$ cat src/rtl/core/yli_pkg.sv
package yli_pkg;

    localparam int DEF_IMAGE_WIDTH  = 640;
    localparam int DEF_IMAGE_HEIGHT = 480;

    // Q10 color coefficients
    localparam logic signed [11:0] K_RV = 12'sd1441;
    localparam logic signed [11:0] K_GU = 12'sd354;
    localparam logic signed [11:0] K_GV = 12'sd734;
    localparam logic signed [11:0] K_BU = 12'sd1822;

    typedef enum logic [1:0] {
        ACT_CONV  = 2'd0,
        ACT_READ  = 2'd1,
        ACT_CLEAR = 2'd2,
        ACT_NONE  = 2'd3
    } t_action;

    typedef struct packed {
        t_action     action;
        logic [31:0] word;
        logic [9:0]  x;
        logic [8:0]  y;
        logic        first_ok;   // first pixel (or read point) inside image
        logic        second_ok;  // second pixel inside image
    } t_item;

    typedef struct packed {
        logic        color_mode;
        logic [15:0] divisor;
    } t_cfg;

    typedef struct packed {
        logic clearing;
        logic idle;
    } t_status;

    // negative -> 0, else >>10 capped at 255
    function automatic logic [7:0] to_byte(input logic signed [23:0] q10);
        logic [13:0] v;
        v = q10[23:10];
        if (q10[23])
            return 8'd0;
        else if (v > 14'd255)
            return 8'd255;
        else
            return v[7:0];
    endfunction

endpackage

$ cat src/rtl/core/yli_front.sv
module yli_front
    import yli_pkg::*;
#(
    parameter int IMAGE_WIDTH  = DEF_IMAGE_WIDTH,
    parameter int IMAGE_HEIGHT = DEF_IMAGE_HEIGHT
) (
    input  logic        i_clk,
    input  logic        i_rst_n,
    input  logic        i_s_tvalid,
    output logic        o_s_tready,
    input  logic [55:0] i_s_tdata,
    input  logic [1:0]  i_s_tuser,
    output logic        o_q_valid,
    input  logic        i_q_ready,
    output t_item       o_q_item
);

    t_item       w_item;
    t_item       r_mem [2];
    logic        r_wp, r_rp;
    logic [1:0]  r_cnt;
    logic        w_push, w_pop;
    logic [12:0] w_x, w_y;

    always_comb begin
        w_x              = {3'b0, i_s_tdata[41:32]};
        w_y              = {4'b0, i_s_tdata[50:42]};
        w_item.action    = t_action'(i_s_tuser);
        w_item.word      = i_s_tdata[31:0];
        w_item.x         = i_s_tdata[41:32];
        w_item.y         = i_s_tdata[50:42];
        w_item.first_ok  = (w_x < 13'(IMAGE_WIDTH)) && (w_y < 13'(IMAGE_HEIGHT));
        w_item.second_ok = ((w_x + 13'd1) < 13'(IMAGE_WIDTH)) && (w_y < 13'(IMAGE_HEIGHT));
    end

    assign o_s_tready = (r_cnt != 2'd2);
    assign o_q_valid  = (r_cnt != 2'd0);
    assign o_q_item   = r_mem[r_rp];
    assign w_push     = i_s_tvalid && o_s_tready;
    assign w_pop      = o_q_valid && i_q_ready;

    always_ff @(posedge i_clk) begin
        if (w_push) begin
            r_mem[r_wp] <= w_item;
        end
        if (!i_rst_n) begin
            r_wp  <= 1'b0;
            r_rp  <= 1'b0;
            r_cnt <= 2'd0;
        end else begin
            if (w_push) r_wp <= ~r_wp;
            if (w_pop)  r_rp <= ~r_rp;
            r_cnt <= r_cnt + 2'(w_push) - 2'(w_pop);
        end
    end

endmodule

$ cat config.mk
export PLATFORM = sky130hd
export DESIGN_NAME = yli_front
export DESIGN_NICKNAME = d
export VERILOG_FILES = /design/src/rtl/core/yli_pkg.sv /design/src/rtl/core/yli_front.sv
export SDC_FILE = /design/constraint.sdc
export NUM_CORES = 1
export LEC_CHECK = 0
export ABC_AREA = 1
export BUFFER_PORTS_ARGS = -buffer_cell sky130_fd_sc_hd__buf_2
export CAP_MARGIN = 20
export CORE_ASPECT_RATIO = 0.75
export CORE_MARGIN = 3
export CORE_UTILIZATION = 56
export CTS_CLUSTER_SIZE = 10
export DETAILED_ROUTE_END_ITERATION = 8
export PLACE_DENSITY = 0.84
export SLEW_MARGIN = 20
export SYNTH_ARGS = -nofsm -noshare
export SYNTH_HDL_FRONTEND = slang
export SYNTH_SLANG_ARGS = --single-unit
$ cat constraint.sdc
create_clock -name i_clk -period 7.05 [get_ports i_clk]
set_clock_uncertainty 0.15 [all_clocks]
set_input_delay 1.0575 -clock i_clk [delete_from_list [all_inputs] [get_ports i_clk]]
set_output_delay 1.0575 -clock i_clk [all_outputs]
set_load 0.02 [all_outputs]
Word level (Yosys, flattened, before mapping)
Memory sizes are Yosys's and may differ from the RTL's. A register that Yosys moved wholly into a read port is not among the register bits. Index checks and enable logic that the tools add are counted.

Add/subtract/negate cells: 3. Order comparisons: 3. Eq/ne operators: 1. Multiplexer cells: 4. Bitwise operators: 2. Reductions and logical operators: 5.

Operators by type and width (count): $add A10 B1 Y11 const B (1); $lt A11 B10 Y1 const B (1); $lt A10 B10 Y1 const B (1); $lt A9 B9 Y1 const B (1); $logic_and A1 B1 Y1 (4); $mux W1 (4); $add A2 B1 Y2 (1); $ne A2 B2 Y1 const B (1); $not A1 Y1 (2); $reduce_bool A2 Y1 (1); $sub A2 B1 Y2 (1).

Bits in registers: 4. RAM bits: 110. Bits of input ports: 62. Output and inout bits: 57. Logic and storage cells: 22. Memories kept: 1.

Memories: r_mem (depth 2, width 55, rd ports 1, clocked after memory_dff 1, wr ports 1, line yli_front.sv:19) `t_item r_mem [2];`.

Longest topological paths before layout
Gate-level depths: netlist (run 1).

Depth in word-level cells: 4. Mapped depth: 11. Depth with buffers taken out: 11.

Worst setup path after synthesis (run 1)
No wires, ideal clock.

Kind: input-to-reg. Start: input port i_s_tvalid. End: memory r_mem[0][0] in the netlist's numbering (enable). Library setup time: 468 ps. Arrival time: 3441 ps. Data required time: 6432 ps. Setup slack: 2992 ps. Stages on the path: 2. Cell sequence: nand2_1 nor2_1.

Word-level cells in the longest chain between the ends: 3.

Ends and longest elaborated chain: start: declaration (line yli_front.sv:9) `input logic i_s_tvalid,`; $logic_and A1 B1 Y1 (line yli_front.sv:39) `assign w_push = i_s_tvalid && o_s_tready;`; $mux W1 (line yli_front.sv:43) `if (w_push) begin`; $mux W1 (not written as such) (line yli_front.sv:44) `r_mem[r_wp] <= w_item;`; end: declaration (line yli_front.sv:19).

No other way between the ends.

==> run_results.csv, run 1 <==
group,metric,value,unit
routing,ant_nets,0,
flow_run,drv_cap,0,
final_layout,postLayoutCoreUtil,0.749,
clock_network,htreeDepth,4,
sta,hold_violations,0,
clock_network,cts_buffers,17,
critical_path,r2r_start,"r_cnt[0]",
power_and_ir_drop,leakage,0.00231,uW
power_and_ir_drop,ir_drop,271,uV
place,gp_congestion,0.701,
routing,drtPass1Iterations,4,
die,boundaryPins,119,
critical_path,r2r_setup_slack,4730,ps
die,die-area,9200,um2
sta,slew_headroom,0.327,
global_route,grt_max_degree,56,
power_and_ir_drop,internal_power,1660,uW
clock_network,clock-root-buffer,"clkbuf_8",
logic_synthesis,synthesis.area,4520,um2
critical_path,cp.arrival,2100,ps
logic_synthesis,seq_area_frac_synth,0.753,
logic_synthesis,synth_top_area_share,0.731,
routing,wire_per_inst,16.6,um
die,num_rows,27,
critical_path,end_kind,"output port",
sta,fmax,302,MHz
sta,fin_setup_tns,0,ps
clock_network,cts_tree,"done",
clock_network,cts_resized,0,
logic_synthesis,synth_enable_flop_cells,110,
clock_network,post-cts-setup-buffers,0,
logic_synthesis,synth.area.top_cells,"edfxtp_1 73%, mux2_4 17%, buf_12 2.2%",
sta,grt_setup_unrepaired,"no",
clock_network,path_clk_slew,50,ps
clock_network,cts_hold_buf,0,
logic_synthesis,synth_most_common_cell,"edfxtp_1",
logic_synthesis,synthTopCellsByCount,"110 x edfxtp_1, 50 x mux2_4, 14 x nand2_1",
power_and_ir_drop,power.switching,640,uW
logic_synthesis,synth_top_cell_by_area,"edfxtp_1",
hold_path,min_path_type,"flip-flop to flip-flop",
final_layout,layout.nets,413,
die,die_h,83.8,um
final_layout,layout-drive-gt1-share,0.555,
logic_synthesis,ys.flop_type,"edfxtp_1",
die,initial_utilization,0.595,
logic_synthesis,synth_nets,285,
logic_synthesis,async_reset_ff_frac,0,
hold_path,whs_path_depth,2,
global_route,grt_pass1_wl,12000,um
critical_path,startpoint_type,"flip-flop",
place,place_hpwl,4950,um
sta,finalCritPeriodShare,0.470,
routing,drt_iter0_drc,67,
sta,worstMarginPinSlew,1010,ps
global_route,grt_overflow_total,0,
logic_synthesis,syn_inst,221,
critical_path,critPathMaxFanout,55,
die,die_x,110,um
final_layout,diodes,0,
routing,drt_wl_total,7700,um
power_and_ir_drop,p_seq_frac,0.413,
clock_network,worst_skew_pair.late_latency,490,ps
sta,setup_violations,0,
routing,num_vias,2295,
sta,fin_crit,3310,ps
global_route,grt_pass1_vias,2511,
routing,viasPerCell,4.96,
die,coreArea,7600,um2
run_status,status,"completed",
critical_path,critPathRequiredTime,5840,ps
logic_synthesis,ys_ff_latch,115,
logic_synthesis,synth_cell_types,14,
critical_path,worstSetupPathType,"flip-flop to output port",
final_layout,areaGrowthSynthToFinish,26.0,%
place,port_buffers,113,
logic_synthesis,syn_avg_cell_area,20.4,um2
power_and_ir_drop,p_per_area,403,nW/um2
logic_synthesis,yosys_warnings,0,
sta,slew_viol_final,0,
power_and_ir_drop,p_clk_frac,0.350,
power_and_ir_drop,p_total,2300,uW
power_and_ir_drop,netSwitchingFraction,0.279,
critical_path,r2r-end,"r_mem[0][41]",
routing,drc,0,
clock_network,cts.sinks,115,
global_route,grtUsageTotal,0.174,
clock_network,cts_max_path_buffers,2,
critical_path,rr_worst_depth,5,
critical_path,endpoint,"o_q_item[2]",
power_and_ir_drop,p_comb_frac,0.236,
global_route,antenna_found_initial,0,
[cells in the final DEF (no fill, tap or decap)]
cell / n
bufinv_16: 3
nand2_1: 14
nor2_4: 1
clkbuf_16: 16
inv_1: 10
clkbuf_1: 3
buf_4: 2
mux2_4: 50
dfxtp_4: 1
ha_1: 2
buf_2: 113
clkinv_2: 5
nor2_1: 9
a21oi_1: 2
nand4_1: 1
clkinv_1: 1
clkinvlp_4: 3
clkbuf_8: 1
edfxtp_1: 110
o21ai_0: 2
inv_2: 1
nand3_1: 3
mux2_2: 5
dfxtp_1: 4
[state kept, by name, summed over array words and instances, names as in the netlist, named ones only]
register,count
r_mem,110
r_cnt,2
r_rp,1
r_wp,1
[power by group through the flow]
stage                     logic, uW  clock network, uW  registers (uW)
final                           542                804             949
after floorplan                 464                  0             908
after detailed placement        541                  0             963
after global placement          531                  0             955
after CTS                       549                821             952
after global routing            579                857             960
[logic make-up (layout without fill, tap and decap cells)]
family / Yosys count / after routing / synth area share
mux: 55 / 55 / 0.179
fa+ha+maj: 2 / 2 / 0.00554
buf+inv: 17 / 158 / 0.0338
simple gates: 28 / 28 / 0.0246
flops: 115 / 115 / 0.753
compound gates: 4 / 4 / 0.00443
[worst max-delay path: stages (launching register included)]
cell     delay (ps)
dfxtp_4        1000
mux2_2          420
buf_2           160
[cell type report]
type / instances / area, um2
clock buffers: 20 / 425
clock inverters: 12 / 141
fillers: 460 / 1910
inverters: 11 / 41.3
multi-input cells: 89 / 971
flip-flops and latches: 115 / 3410
well taps: 101 / 126
repair buffers: 115 / 581
[metal layers]
metal | GRT usage | up-vias | wire (um)
met3 | 0.0750 | 7 | 581
met5 | 0 | - | 0
met1 | 0.206 | 1105 | 3220
li1 | - | 1098 | -
met4 | 0.0600 | 0 | 55
met2 | 0.284 | 85 | 3840
[worst min path at each step]
| stage | start | endpoint | slack (ps) |
|---|---|---|---|
| 2_1_floorplan | r_rp | flip-flop | 320 |
| 3_3_place_gp | r_rp | r_rp | 340 |
| 6_report | r_rp | flip-flop | 370 |
| 3_5_place_dp | r_rp | flip-flop | 360 |
| 5_1_grt | r_rp | flip-flop | 420 |
| 4_1_cts | r_rp | flip-flop | 380 |
[per-stage QoR]
step | hold WS, ps | area, um2 | setup WS, ps | std cells
floorplan | 317 | 4520 | 2990 | 221
global placement | 335 | 5130 | 4150 | 431
detailed placement | 363 | 5130 | 4120 | 431
CTS | 378 | 5690 | 3680 | 463
global route | 424 | 5690 | 3630 | 463
finish | 374 | 5690 | 3740 | 463
Note: power is estimated with default switching activity, not from simulation.
==> inputs of run 2 (changes only) <==
--- a/config.mk
+++ b/config.mk
@@ -10,10 +10,10 @@
 export CAP_MARGIN = 20
 export CORE_ASPECT_RATIO = 0.75
 export CORE_MARGIN = 3
-export CORE_UTILIZATION = 56
+export CORE_UTILIZATION = 47
 export CTS_CLUSTER_SIZE = 10
 export DETAILED_ROUTE_END_ITERATION = 8
-export PLACE_DENSITY = 0.84
+export PLACE_DENSITY = 0.75
 export SLEW_MARGIN = 20
 export SYNTH_ARGS = -nofsm -noshare
 export SYNTH_HDL_FRONTEND = slang
==> constraint.sdc (replaced) <==
create_clock -name i_clk -period 2.67 [get_ports i_clk]
set_clock_uncertainty 0.15 [all_clocks]
set_input_delay 0.4005 -clock i_clk [delete_from_list [all_inputs] [get_ports i_clk]]
set_output_delay 0.4005 -clock i_clk [all_outputs]
set_load 0.02 [all_outputs]
==> run 2 against run 1 <==
Register-to-register slack worse by 3900 ps. Core utilization is 12 points lower. Cell count is 6.5% higher. Clock power grew to 2.5 times the previous value. Clock-buffer cell count is 3 higher. Largest cell class unchanged. Largest power group unchanged. Highest routed layer unchanged.
==> run_results.csv, run 2 (synthesis gave the netlist of run 1 again) <==
group,metric,value,unit
die,die_x,119,um
die,coreArea,9200,um2
final_layout,final_cell_mix,"113 x buf_2, 110 x edfxtp_1, 50 x mux2_4, 17 x clkbuf_16, 14 x nand2_1",
routing,ant_nets,0,
power_and_ir_drop,p_total,5990,uW
clock_network,htreeDepth,4,
final_layout,reg.largest.list,"r_mem: 110 flops, r_cnt: 2 flops",
clock_network,path_clk_slew,50,ps
sta,grt_setup_unrepaired,"no",
critical_path,cp.arrival,1700,ps
final_layout,diodes,0,
final_layout,areaGrowthSynthToFinish,27.1,%
final_layout,layout_commonest_cell,"buf_2",
clock_network,clock-root-buffer,"clkbuf_16",
global_route,grt_max_degree,29,
sta,finalCritPeriodShare,0.843,
clock_network,cts_max_path_buffers,2,
sta,hold_violations,0,
global_route,grt_pass1_wl,12200,um
clock_network,post-cts-setup-buffers,0,
global_route,grt_use_met2,0.218,
critical_path,startpoint_type,"flip-flop",
power_and_ir_drop,p_comb_frac,0.260,
power_and_ir_drop,internal_power,4330,uW
routing,viasPerCell,4.74,
routing,drc,0,
power_and_ir_drop,power.switching,1660,uW
sta,setup_violations,0,
sta,slew_headroom,0.737,
critical_path,end_kind,"output port",
final_layout,regArea,3410,um2
clock_network,cts_resized,0,
sta,fin_crit,2250,ps
routing,wire_per_inst,15.8,um
routing,drt_wl_total,7770,um
final_layout,max_flop_register,"r_mem",
place,gp_congestion,0.723,
global_route,top_usage_layer,"met2",
power_and_ir_drop,p_clk_frac,0.339,
power_and_ir_drop,leakage,0.00233,uW
clock_network,cts_tree,"done",
power_and_ir_drop,p_per_area,1040,nW/um2
routing,num_vias,2339,
routing,drt_iter0_drc,106,
run_status,status,"completed",
die,initial_utilization,0.491,
routing,drtPass1Iterations,4,
clock_network,worst_skew_pair.late_latency,400,ps
sta,worstMarginPinSlew,394,ps
flow_run,drv_cap,0,
clock_network,cts_buffers,17,
global_route,antenna_found_initial,0,
place,place_hpwl,5120,um
final_layout,postLayoutCoreUtil,0.624,
power_and_ir_drop,netSwitchingFraction,0.277,
place,placed_area,5210,um2
final_layout,fillerInstances,654,
critical_path,critPathMaxFanout,23,
final_layout,layout.nets,418,
place,port_buffers,113,
global_route,grt_overflow_total,0,
critical_path,critPathRequiredTime,2120,ps
clock_network,cts_hold_buf,0,
global_route,grtUsageTotal,0.151,
final_layout,largest_reg_flops,110,
power_and_ir_drop,ir_drop,761,uV
die,boundaryPins,119,
die,die-area,10800,um2
power_and_ir_drop,p_seq_frac,0.401,
clock_network,cts.sinks,115,
sta,fmax,445,MHz
critical_path,worstSetupPathType,"flip-flop to output port",
sta,slew_viol_final,0,
final_layout,post-route-cell-area,5740,um2
final_layout,layout-drive-gt1-share,0.553,
die,die_h,90.9,um
final_layout,multi_input_area,971,um2
hold_path,min_path_type,"input pin to flip-flop",
sta,fin_setup_tns,0,ps
global_route,grt_pass1_vias,2435,
die,num_rows,30,
global_route,use_met3,0.0632,
global_route,met1_usage,0.197,
[run 2: cell count changes in the layout (fill, tap and decap cells not counted), sizes merged]
cell / change
clkinv: -1
clkinvlp: -3
bufinv: -1
buf: +5
clkbuf: +3
[run 2: worst paths after layout]
path,slack (ps),startpoint,endpoint,cells after the start
setup reg to reg,860,r_cnt[0],r_cnt[1],10
hold / removal,40,i_s_tdata[22],r_mem[0][43],1
setup / recovery,420,flip-flop,o_q_item[1],3
hold reg to reg,360,r_rp,r_rp,2
[run 2: routing by layer]
layer  up-vias  part of all wire
li1       1109                 -
met1      1125              0.45
met2        96              0.45
met3         9             0.088
met4         0             0.012
met5         -                 0
[run 2: worst max-delay path, stage by stage, from the launching register on]
cell,delay (ps)
dfxtp_4,500
buf_12,250
mux2_2,370
buf_2,170
[run 2: through the flow]
| step | cells | hold WS [ps] | worst slack [ps] |
|---|---|---|---|
| 4_1_cts | 493 | 17.7 | 373 |
| 6_report | 493 | 42.5 | 420 |
| 3_5_place_dp | 463 | 352 | 816 |
| 5_1_grt | 493 | 20.3 | 341 |
| 3_3_place_gp | 463 | 335 | 824 |
| 2_1_floorplan | 221 | 317 | 302 |
[run 2: power groups by stage]
stage / clock network (uW) / logic [uW] / registers, uW
CTS: 2090 / 1580 / 2410
global placement: 0 / 1550 / 2420
detailed placement: 0 / 1570 / 2440
finish: 2030 / 1560 / 2400
global route: 2160 / 1660 / 2430
floorplan: 0 / 1230 / 2390
[run 2: area by class of cell]
type / instances / share of cell area
clock buffer: 23 / 0.0780
tap: 128 / 0.0279
sequential: 115 / 0.593
multi-input combinational: 89 / 0.169
timing repair buffer: 120 / 0.110
inverter: 11 / 0.00719
clock inverter: 7 / 0.0148
